`src/rtl/elsp_pkg.sv`:
```
package elsp_pkg;

   localparam int HOLD_MAX = 64;
   localparam int HOLD_AW = (HOLD_MAX > 1) ? $clog2(HOLD_MAX) : 1;
   localparam int CNT_W = $clog2(HOLD_MAX + 1);

   localparam int CFG_W = 7;
   localparam logic [CFG_W-1:0] GIVE_UP_RESET = 7'd64;

   typedef struct packed {
      logic accept;
      logic drain_emit;
      logic tail_emit;
   } cmd_type;

   typedef struct packed {
      logic out_free;
      logic start_drain;
      logic start_tail;
      logic drain_done;
      logic tail_pending;
   } status_type;

endpackage

```
`src/rtl/escape_label_stripper_core.sv`:
```
// Channel  Handshake              Payload
// req      req_valid / req_stall  req_data_byte[7:0]
// rsp      rsp_valid / rsp_stall  rsp_out_byte[7:0], rsp_out_kind[1:0], rsp_last_of_run
// csr      csr_valid / csr_ready  csr_give_up_length[6:0]
//
// A byte that passes straight through or is only held is accepted at one per cycle
// while the output register is free; a passed byte goes out through that register.
// A release or label completion then drains the hold memory at one item per cycle
// from its registered read port while the output is not stalled, then emits any
// trailing item; new input is stalled until both are finished.
// Reset is synchronous and clears the match state, hold count and output valid.
// Input stalls whenever the output register is full and not being taken.
module escape_label_stripper_core (
   input  logic                       clock,
   input  logic                       reset,
   input  logic                       req_valid,
   output logic                       req_stall,
   input  logic [7:0]                 req_data_byte,
   output logic                       rsp_valid,
   input  logic                       rsp_stall,
   output logic [7:0]                 rsp_out_byte,
   output logic [1:0]                 rsp_out_kind,
   output logic                       rsp_last_of_run,
   input  logic                       csr_valid,
   output logic                       csr_ready,
   input  logic [elsp_pkg::CFG_W-1:0] csr_give_up_length
);

   elsp_pkg::cmd_type    cmd;
   elsp_pkg::status_type status;

   assign csr_ready = 1'b1;

   elsp_ctrl u_ctrl (
      .clock     (clock),
      .reset     (reset),
      .req_valid (req_valid),
      .req_stall (req_stall),
      .status    (status),
      .cmd       (cmd)
   );

   elsp_datapath u_datapath (
      .clock              (clock),
      .reset              (reset),
      .cmd                (cmd),
      .status             (status),
      .req_data_byte      (req_data_byte),
      .rsp_valid          (rsp_valid),
      .rsp_stall          (rsp_stall),
      .rsp_out_byte       (rsp_out_byte),
      .rsp_out_kind       (rsp_out_kind),
      .rsp_last_of_run    (rsp_last_of_run),
      .csr_valid          (csr_valid),
      .csr_give_up_length (csr_give_up_length)
   );

endmodule

```
`src/rtl/elsp_ctrl.sv`:
```
module elsp_ctrl (
   input  logic                clock,
   input  logic                reset,
   input  logic                req_valid,
   output logic                req_stall,
   input  elsp_pkg::status_type status,
   output elsp_pkg::cmd_type    cmd
);

   localparam logic [1:0] ST_ACCEPT = 2'd0;
   localparam logic [1:0] ST_DRAIN  = 2'd1;
   localparam logic [1:0] ST_TAIL   = 2'd2;

   logic [1:0] state_ff;
   logic [1:0] state_in;

   always_comb begin
      state_in       = state_ff;
      cmd.accept     = 1'b0;
      cmd.drain_emit = 1'b0;
      cmd.tail_emit  = 1'b0;
      req_stall      = 1'b1;
      unique case (state_ff)
         ST_ACCEPT: begin
            req_stall  = !status.out_free;
            cmd.accept = req_valid && status.out_free;
            if (cmd.accept) begin
               if (status.start_drain) begin
                  state_in = ST_DRAIN;
               end else if (status.start_tail) begin
                  state_in = ST_TAIL;
               end
            end
         end
         ST_DRAIN: begin
            if (status.out_free) begin
               cmd.drain_emit = 1'b1;
               if (status.drain_done) begin
                  state_in = status.tail_pending ? ST_TAIL : ST_ACCEPT;
               end
            end
         end
         ST_TAIL: begin
            if (status.out_free) begin
               cmd.tail_emit = 1'b1;
               state_in      = ST_ACCEPT;
            end
         end
         default: begin
            state_in = ST_ACCEPT;
         end
      endcase
   end

   always_ff @(posedge clock) begin
      if (reset) begin
         state_ff <= ST_ACCEPT;
      end else begin
         state_ff <= state_in;
      end
   end

endmodule

```
`src/rtl/elsp_datapath.sv`:
```
module elsp_datapath (
   input  logic                              clock,
   input  logic                              reset,
   input  elsp_pkg::cmd_type                 cmd,
   output elsp_pkg::status_type              status,
   input  logic [7:0]                        req_data_byte,
   output logic                              rsp_valid,
   input  logic                              rsp_stall,
   output logic [7:0]                        rsp_out_byte,
   output logic [1:0]                        rsp_out_kind,
   output logic                              rsp_last_of_run,
   input  logic                              csr_valid,
   input  logic [elsp_pkg::CFG_W-1:0]        csr_give_up_length
);

   localparam int CW = elsp_pkg::CNT_W;
   localparam int AW = elsp_pkg::HOLD_AW;
   localparam int LIM_W = (CW > elsp_pkg::CFG_W) ? CW : elsp_pkg::CFG_W;

   localparam logic [7:0] CH_ESC   = 8'h1B;
   localparam logic [7:0] CH_BRACK = 8'h5D;
   localparam logic [7:0] CH_SEMI  = 8'h3B;
   localparam logic [7:0] CH_BEL   = 8'h07;
   localparam logic [7:0] CH_SPACE = 8'h20;

   localparam logic [1:0] PH_IDLE  = 2'd0;
   localparam logic [1:0] PH_ESC   = 2'd1;
   localparam logic [1:0] PH_BRACK = 2'd2;
   localparam logic [1:0] PH_TEXT  = 2'd3;

   localparam logic [1:0] KIND_PASS  = 2'd0;
   localparam logic [1:0] KIND_LABEL = 2'd1;
   localparam logic [1:0] KIND_DONE  = 2'd2;

   localparam logic [LIM_W-1:0] LIM_LOW  = LIM_W'(4);
   localparam logic [LIM_W-1:0] LIM_HIGH = LIM_W'(elsp_pkg::HOLD_MAX);
   localparam logic [CW-1:0]    TEXT_START = CW'(3);

   logic [7:0] mem [elsp_pkg::HOLD_MAX];
   logic [7:0] mem_q_ff;

   logic [elsp_pkg::CFG_W-1:0] give_up_ff;
   logic [1:0]  phase_ff, phase_in;
   logic [CW-1:0] count_ff, count_in;
   logic [CW-1:0] ptr_ff, ptr_in;
   logic [CW-1:0] end_ff, end_in;
   logic [1:0]  drain_kind_ff, drain_kind_in;
   logic        tail_pending_ff, tail_pending_in;
   logic [7:0]  tail_byte_ff, tail_byte_in;
   logic [1:0]  tail_kind_ff, tail_kind_in;
   logic        rsp_valid_ff, rsp_valid_in;
   logic [7:0]  rsp_byte_ff, rsp_byte_in;
   logic [1:0]  rsp_kind_ff, rsp_kind_in;
   logic        rsp_last_ff, rsp_last_in;

   logic [LIM_W-1:0] limit;
   logic [LIM_W-1:0] give_up_ext;
   logic [CW-1:0]    count_inc;
   logic [CW-1:0]    ptr_inc;

   logic            d_wr;
   logic [1:0]      d_phase;
   logic [CW-1:0]   d_count;
   logic            d_emit;
   logic            d_drain;
   logic [CW-1:0]   d_start;
   logic [CW-1:0]   d_end;
   logic [1:0]      d_kind;
   logic            d_tail;
   logic [7:0]      d_tail_byte;
   logic [1:0]      d_tail_kind;
   logic            d_hold;
   logic            d_fail;
   logic            d_nonempty;
   logic            load;

   assign give_up_ext = LIM_W'(give_up_ff);
   assign limit = (give_up_ext < LIM_LOW) ? LIM_LOW :
                  (give_up_ext > LIM_HIGH) ? LIM_HIGH : give_up_ext;
   assign count_inc = count_ff + CW'(1);
   assign ptr_inc   = ptr_ff + CW'(1);

   always_comb begin
      d_wr        = 1'b0;
      d_phase     = phase_ff;
      d_count     = count_ff;
      d_emit      = 1'b0;
      d_drain     = 1'b0;
      d_start     = '0;
      d_end       = count_ff;
      d_kind      = KIND_PASS;
      d_tail      = 1'b0;
      d_tail_byte = req_data_byte;
      d_tail_kind = KIND_PASS;
      d_hold      = 1'b0;
      d_fail      = 1'b0;
      unique case (phase_ff)
         PH_IDLE: begin
            if (req_data_byte == CH_ESC) begin
               d_hold = 1'b1;
            end else begin
               d_emit = 1'b1;
            end
         end
         PH_ESC: begin
            if (req_data_byte == CH_BRACK) begin
               d_hold = 1'b1;
            end else begin
               d_fail = 1'b1;
            end
         end
         PH_BRACK: begin
            if (req_data_byte == CH_SEMI) begin
               d_hold = 1'b1;
            end else begin
               d_fail = 1'b1;
            end
         end
         default: begin
            if (req_data_byte == CH_BEL) begin
               d_drain     = 1'b1;
               d_start     = TEXT_START;
               d_kind      = KIND_LABEL;
               d_tail      = 1'b1;
               d_tail_byte = 8'd0;
               d_tail_kind = KIND_DONE;
               d_phase     = PH_IDLE;
               d_count     = '0;
            end else if (req_data_byte < CH_SPACE) begin
               d_fail = 1'b1;
            end else begin
               d_hold = 1'b1;
            end
         end
      endcase
      if (d_fail) begin
         d_drain = 1'b1;
         d_tail  = 1'b1;
         d_phase = PH_IDLE;
         d_count = '0;
      end
      if (d_hold) begin
         d_wr    = 1'b1;
         d_count = count_inc;
         if (phase_ff != PH_TEXT) begin
            d_phase = phase_ff + 2'd1;
         end
         if (LIM_W'(count_inc) >= limit) begin
            d_drain = 1'b1;
            d_end   = count_inc;
            d_phase = PH_IDLE;
            d_count = '0;
         end
      end
   end

   assign d_nonempty = d_drain && (d_start != d_end);

   assign status.out_free     = !rsp_valid_ff || !rsp_stall;
   assign status.start_drain  = d_nonempty;
   assign status.start_tail   = d_tail && !d_nonempty;
   assign status.drain_done   = (ptr_inc == end_ff);
   assign status.tail_pending = tail_pending_ff;

   assign load = (cmd.accept && d_emit) || cmd.drain_emit || cmd.tail_emit;

   always_comb begin
      phase_in        = phase_ff;
      count_in        = count_ff;
      ptr_in          = ptr_ff;
      end_in          = end_ff;
      drain_kind_in   = drain_kind_ff;
      tail_pending_in = tail_pending_ff;
      tail_byte_in    = tail_byte_ff;
      tail_kind_in    = tail_kind_ff;
      rsp_byte_in     = rsp_byte_ff;
      rsp_kind_in     = rsp_kind_ff;
      rsp_last_in     = rsp_last_ff;
      rsp_valid_in    = rsp_valid_ff && rsp_stall;
      if (cmd.accept) begin
         phase_in = d_phase;
         count_in = d_count;
         if (d_drain || d_tail) begin
            ptr_in          = d_start;
            end_in          = d_end;
            drain_kind_in   = d_kind;
            tail_pending_in = d_tail;
            tail_byte_in    = d_tail_byte;
            tail_kind_in    = d_tail_kind;
         end
         if (d_emit) begin
            rsp_byte_in = req_data_byte;
            rsp_kind_in = KIND_PASS;
            rsp_last_in = 1'b1;
         end
      end
      if (cmd.drain_emit) begin
         ptr_in      = ptr_inc;
         rsp_byte_in = mem_q_ff;
         rsp_kind_in = drain_kind_ff;
         rsp_last_in = status.drain_done && !tail_pending_ff;
      end
      if (cmd.tail_emit) begin
         tail_pending_in = 1'b0;
         rsp_byte_in     = tail_byte_ff;
         rsp_kind_in     = tail_kind_ff;
         rsp_last_in     = 1'b1;
      end
      if (load) begin
         rsp_valid_in = 1'b1;
      end
   end

   always_ff @(posedge clock) begin
      if (cmd.accept && d_wr) begin
         mem[count_ff[AW-1:0]] <= req_data_byte;
      end
      mem_q_ff <= mem[ptr_in[AW-1:0]];
   end

   always_ff @(posedge clock) begin
      if (reset) begin
         give_up_ff      <= elsp_pkg::GIVE_UP_RESET;
         phase_ff        <= PH_IDLE;
         count_ff        <= '0;
         tail_pending_ff <= 1'b0;
         rsp_valid_ff    <= 1'b0;
      end else begin
         if (csr_valid) begin
            give_up_ff <= csr_give_up_length;
         end
         phase_ff        <= phase_in;
         count_ff        <= count_in;
         tail_pending_ff <= tail_pending_in;
         rsp_valid_ff    <= rsp_valid_in;
      end
   end

   always_ff @(posedge clock) begin
      ptr_ff        <= ptr_in;
      end_ff        <= end_in;
      drain_kind_ff <= drain_kind_in;
      tail_byte_ff  <= tail_byte_in;
      tail_kind_ff  <= tail_kind_in;
      rsp_byte_ff   <= rsp_byte_in;
      rsp_kind_ff   <= rsp_kind_in;
      rsp_last_ff   <= rsp_last_in;
   end

   assign rsp_valid       = rsp_valid_ff;
   assign rsp_out_byte    = rsp_byte_ff;
   assign rsp_out_kind    = rsp_kind_ff;
   assign rsp_last_of_run = rsp_last_ff;

endmodule
```
`config.mk`:
```
export PLATFORM = sky130hd
export DESIGN_NAME = escape_label_stripper_core
export DESIGN_NICKNAME = d
export VERILOG_FILES = /design/src/rtl/elsp_pkg.sv /design/src/rtl/escape_label_stripper_core.sv /design/src/rtl/elsp_ctrl.sv /design/src/rtl/elsp_datapath.sv
export SDC_FILE = /design/constraint.sdc
export NUM_CORES = 1
export LEC_CHECK = 0
export ABC_AREA = 1
export BUFFER_PORTS_ARGS = -buffer_cell sky130_fd_sc_hd__buf_2
export CAP_MARGIN = 20
export CELL_PAD_IN_SITES_DETAIL_PLACEMENT = 1
export CELL_PAD_IN_SITES_GLOBAL_PLACEMENT = 2
export CORE_UTILIZATION = 39
export CTS_BUF_LIST = sky130_fd_sc_hd__clkbuf_16
export DETAILED_ROUTE_END_ITERATION = 6
export PLACE_DENSITY_LB_ADDON = 0.2
export SLEW_MARGIN = 20
export SYNTH_ARGS = -nofsm -noshare
export SYNTH_HDL_FRONTEND = slang
export SYNTH_HIERARCHICAL = 1
export SYNTH_SLANG_ARGS = --single-unit
```
`constraint.sdc`:
```
create_clock -name clock -period 3.3 [get_ports clock]
set_input_delay 0 -clock clock [delete_from_list [all_inputs] [get_ports clock]]
set_output_delay 0 -clock clock [all_outputs]
set_load 0.05 [all_outputs]
```
==> impl_results.md <==
- Status: complete, but fails checks
- Failing checks: negative setup slack
- Worst hold path type: in2reg
- Synth Flop Type: edfxtp_1
- Antenna violations before repair: 2
- Logic pwr share: 41.7%
- Initial core utilization: 39.53%
- Gate count of the mapped netlist: 2445
- Max-cap violations: 0
- Syn avg cell area: 10.65 sq um
- Post-layout util: 52.05%
- Synthesized area: 0.02603 sq mm
- # rows: 94
- NetSw: 0.01037 W
- Flop pwr share: 30.1%
- CTS clk-pin slew, worst paths: 0.06 ns
- Iteration-0 DRC Markers: 1619
- Final worst-path cycle share: 109.8%
- Pre-CTS WS: -0.7830 ns
- VDD IR max: 0.0004204 V
- Share of cells above drive strength 1: 26.19%
- Post-synth EDFFs: 539
- Antenna viol nets, final: 0
- Vias in the first global route: 20.03k
- Hold Fails Final Rpt: 0
- Synth warn: 6
- Clk pwr share: 28.1%
- GR Overflow Total: 0
- Pre-antenna DRT Iters: 5
- DR vias: 19.53k
- Sw Ratio: 36.96%
- Post-Route WL: 87080 um
- Post-synthesis sequential area ratio: 64.87%
- Nets: 2747
- Worst-Margin Slew: 1.022 ns
- CTS Sinks: 574
- Max Slew Vio Count: 0
- Die width: 260.4 um
- RePlAce Congestion: 0.8208
- Min cycle time layout: 3.623 ns
- CP arrival: 4.12 ns
- Hold_sp: req_data_byte[4]
- Clock Skew: 0.02376 ns
- H-tree depth: 3
- Core area: 0.06586 sq mm
- Critical path type: reg2reg
- Crit. End Element: flip-flop
- Wire length per cell: 24.00 um
- Clock Path Buffers: 3
- CP Max Fanout: 8
- Worst Path Required: 3.80 ns
- Crit start category: flip-flop
- Port bufs: 32
- Crit path from: u_datapath/give_up_ext[2]
- Ports: 34
- Residual DRC count: 0
- GRT Util Overall: 25.42%
- Area delta synth->final: 31.70%
- Non-Filler Instances: 3629
- Pint: 0.01768 W
- Final setup fails: 10
- Commonest non-fill, non-tap cells in the layout: edfxtp_1 (539), nand3_1 (365), nand2_1 (354), inv_1 (332), nand3b_1 (180)
- Clk_lat worst skew: 0.62 ns
- Synth Register Bits: 574
- Drt via density: 5.382
- Hpwl dp: 50780 um
- Global-route wire length before repair: 127600 um
- Synth area leaders: edfxtp_1 (62%), nand3_1 (11%), nand2_1 (5.8%)
- Yosys top cell area share: 62.17%
- Largest net degree at the start of global routing: 97
- Max frequency: 276.0 MHz
- Die area: 0.06779 sq mm
- Die height: 260.4 um
- Share of synthesized registers carrying an async set or reset: 0%
- Worst R2R Start: u_datapath/give_up_ext[2]
- Pwr Density: 817.9 mW/mm^2
- Leak: 13.52 nW
- TritonCTS clock tree: done
- Syn nets: 2480
- Cell taking the most area after synthesis: edfxtp_1
- Most common cell after layout, fill and taps aside: edfxtp_1
- Clock Tree Root: clkbuf_16
- Number of library cell types mapped by synthesis: 44
- Unrepaired setup endpoints after global routing: yes
- Total CTS buffers: 69
- Worst slew margin: 31.84%
- Post-route setup slack: -0.3231 ns
- Cells after DPL: 3404
per-stage QoR:
| stage | setup TNS, ns | hold WS [ns] | cell area [sq um] | power, W |
|---|---|---|---|---|
| global route | -4.855 | 0.05915 | 34280 | 0.02918 |
| CTS | -2.999 | 0.03484 | 33120 | 0.02699 |
| finish | -2.764 | 0.05990 | 34280 | 0.02804 |
| detailed placement | -6.924 | 0.2300 | 28550 | 0.01689 |
| global placement | -6.649 | 0.2081 | 28550 | 0.01679 |
| floorplan | 0 | 0.06907 | 26060 | 0.01327 |
routing by layer:
metal	GRT usage (%)	part of all wire [%]	vias up
met3	4.040	6.0	145
met4	7.943	2.9	0
met2	42.08	48	565
met1	34.18	43	9876
met5	0	0	-
li1	-	-	8944
power by group through the flow:
stage | registers (W) | clock network [W] | logic, W
floorplan | 0.00875 | 0 | 0.00452
global placement | 0.00860 | 0 | 0.00819
detailed placement | 0.00860 | 0 | 0.00828
CTS | 0.00845 | 0.00801 | 0.0105
global route | 0.00847 | 0.00830 | 0.0124
finish | 0.00845 | 0.00789 | 0.0117
cell type report:
| cell class | instances | area [sq um] |
|---|---|---|
| sequential | 574 | 16890 |
| clock buffer | 72 | 1802 |
| timing repair buffer | 344 | 3846 |
| tap | 864 | 1081 |
| inverter | 337 | 1289 |
| clock inverter | 51 | 524.3 |
| multi-input combinational | 1386 | 8850 |
| fill | 6908 | 31580 |
| antenna | 1 | 2.502 |
cell families (layout without fill, tap and decap cells):
family | after synthesis | after routing | synth area share (%)
AO/OA/AOI/OAI | 66 | 66 | 1.663
XOR/XNOR | 13 | 13 | 0.4374
adder cells (fa/ha/maj) | 15 | 15 | 0.7209
buffers and inverters | 485 | 804 | 7.897
flip-flops | 574 | 574 | 64.87
multiplexers | 1 | 1 | 0.08651
other | 1 | 2 | 0.01441
AND/OR/NAND/NOR | 1290 | 1290 | 24.32
cells in the mapped netlist (10+ instances only):
library cell	n
edfxtp_1	539
dfxtp_1	35
clkbuf_1	30
nand4_1	10
nand3b_1	180
nand3_1	576
buf_2	74
a21oi_1	16
o21ai_0	22
nor2_1	106
inv_1	327
buf_4	32
ha_1	15
nand2_1	400
worst max-delay path, cell delays in order, from the launching register on:
cell	delay, ns
dfxtp_2	0.33
nor4_4	0.31
inv_2	0.09
o31ai_4	0.20
buf_6	0.16
nand2_4	0.06
ha_4	0.22
a21oi_1	0.14
nor2_1	0.05
nor2_1	0.13
nand3_2	0.13
nand3_4	0.11
nand2_4	0.06
nand2_4	0.11
nand3_4	0.14
nand2_8	0.17
buf_12	0.17
buf_12	0.15
buf_12	0.13
nand2_4	0.05
nand3_4	0.08
nand3_2	0.08
nand3_2	0.10
nand3_2	0.11
nand3_4	0.13
nand2_2	0.06
final timing paths:
kind	cells after the start	endpoint	slack, ns
worst max register to register	25	u_datapath/mem_q_ff[2]	-0.32
worst min-delay path	2	u_datapath/mem[48][4]	0.06
worst max-delay path	25	u_datapath/mem_q_ff[2]	-0.32
worst min register to register	2	u_datapath/rsp_last_of_run	0.50
registers in the layout (all words and copies together) (netlist names):
| register | cells |
|---|---|
| u_datapath/tail_byte_ff | 8 |
| u_datapath/give_up_ext | 7 |
| u_datapath/end_ff | 7 |
| u_datapath/rsp_out_byte | 8 |
| u_datapath/mem | 512 |
| u_datapath/phase_ff | 2 |
| u_datapath/tail_kind_ff | 1 |
| u_datapath/count_ff | 7 |
| u_datapath/rsp_last_of_run | 1 |
| u_datapath/rsp_out_kind | 2 |
| u_datapath/rsp_valid | 1 |
| u_datapath/ptr_ff | 7 |
| u_datapath/tail_pending_ff | 1 |
| u_ctrl/state_ff | 2 |
| u_datapath/mem_q_ff | 8 |
what timing repair did:
action                                 in CTS  in global routing
pin swaps                                  74                 86
gates cloned                               15                 11
buffers inserted                           31                 17
endpoints found under the hold margin      49                  0
gates resized for setup                   239                183
setup endpoints to repair                  11                 12
hold buffers                               31                  0
No activity file was read; power rests on OpenSTA's default activity.
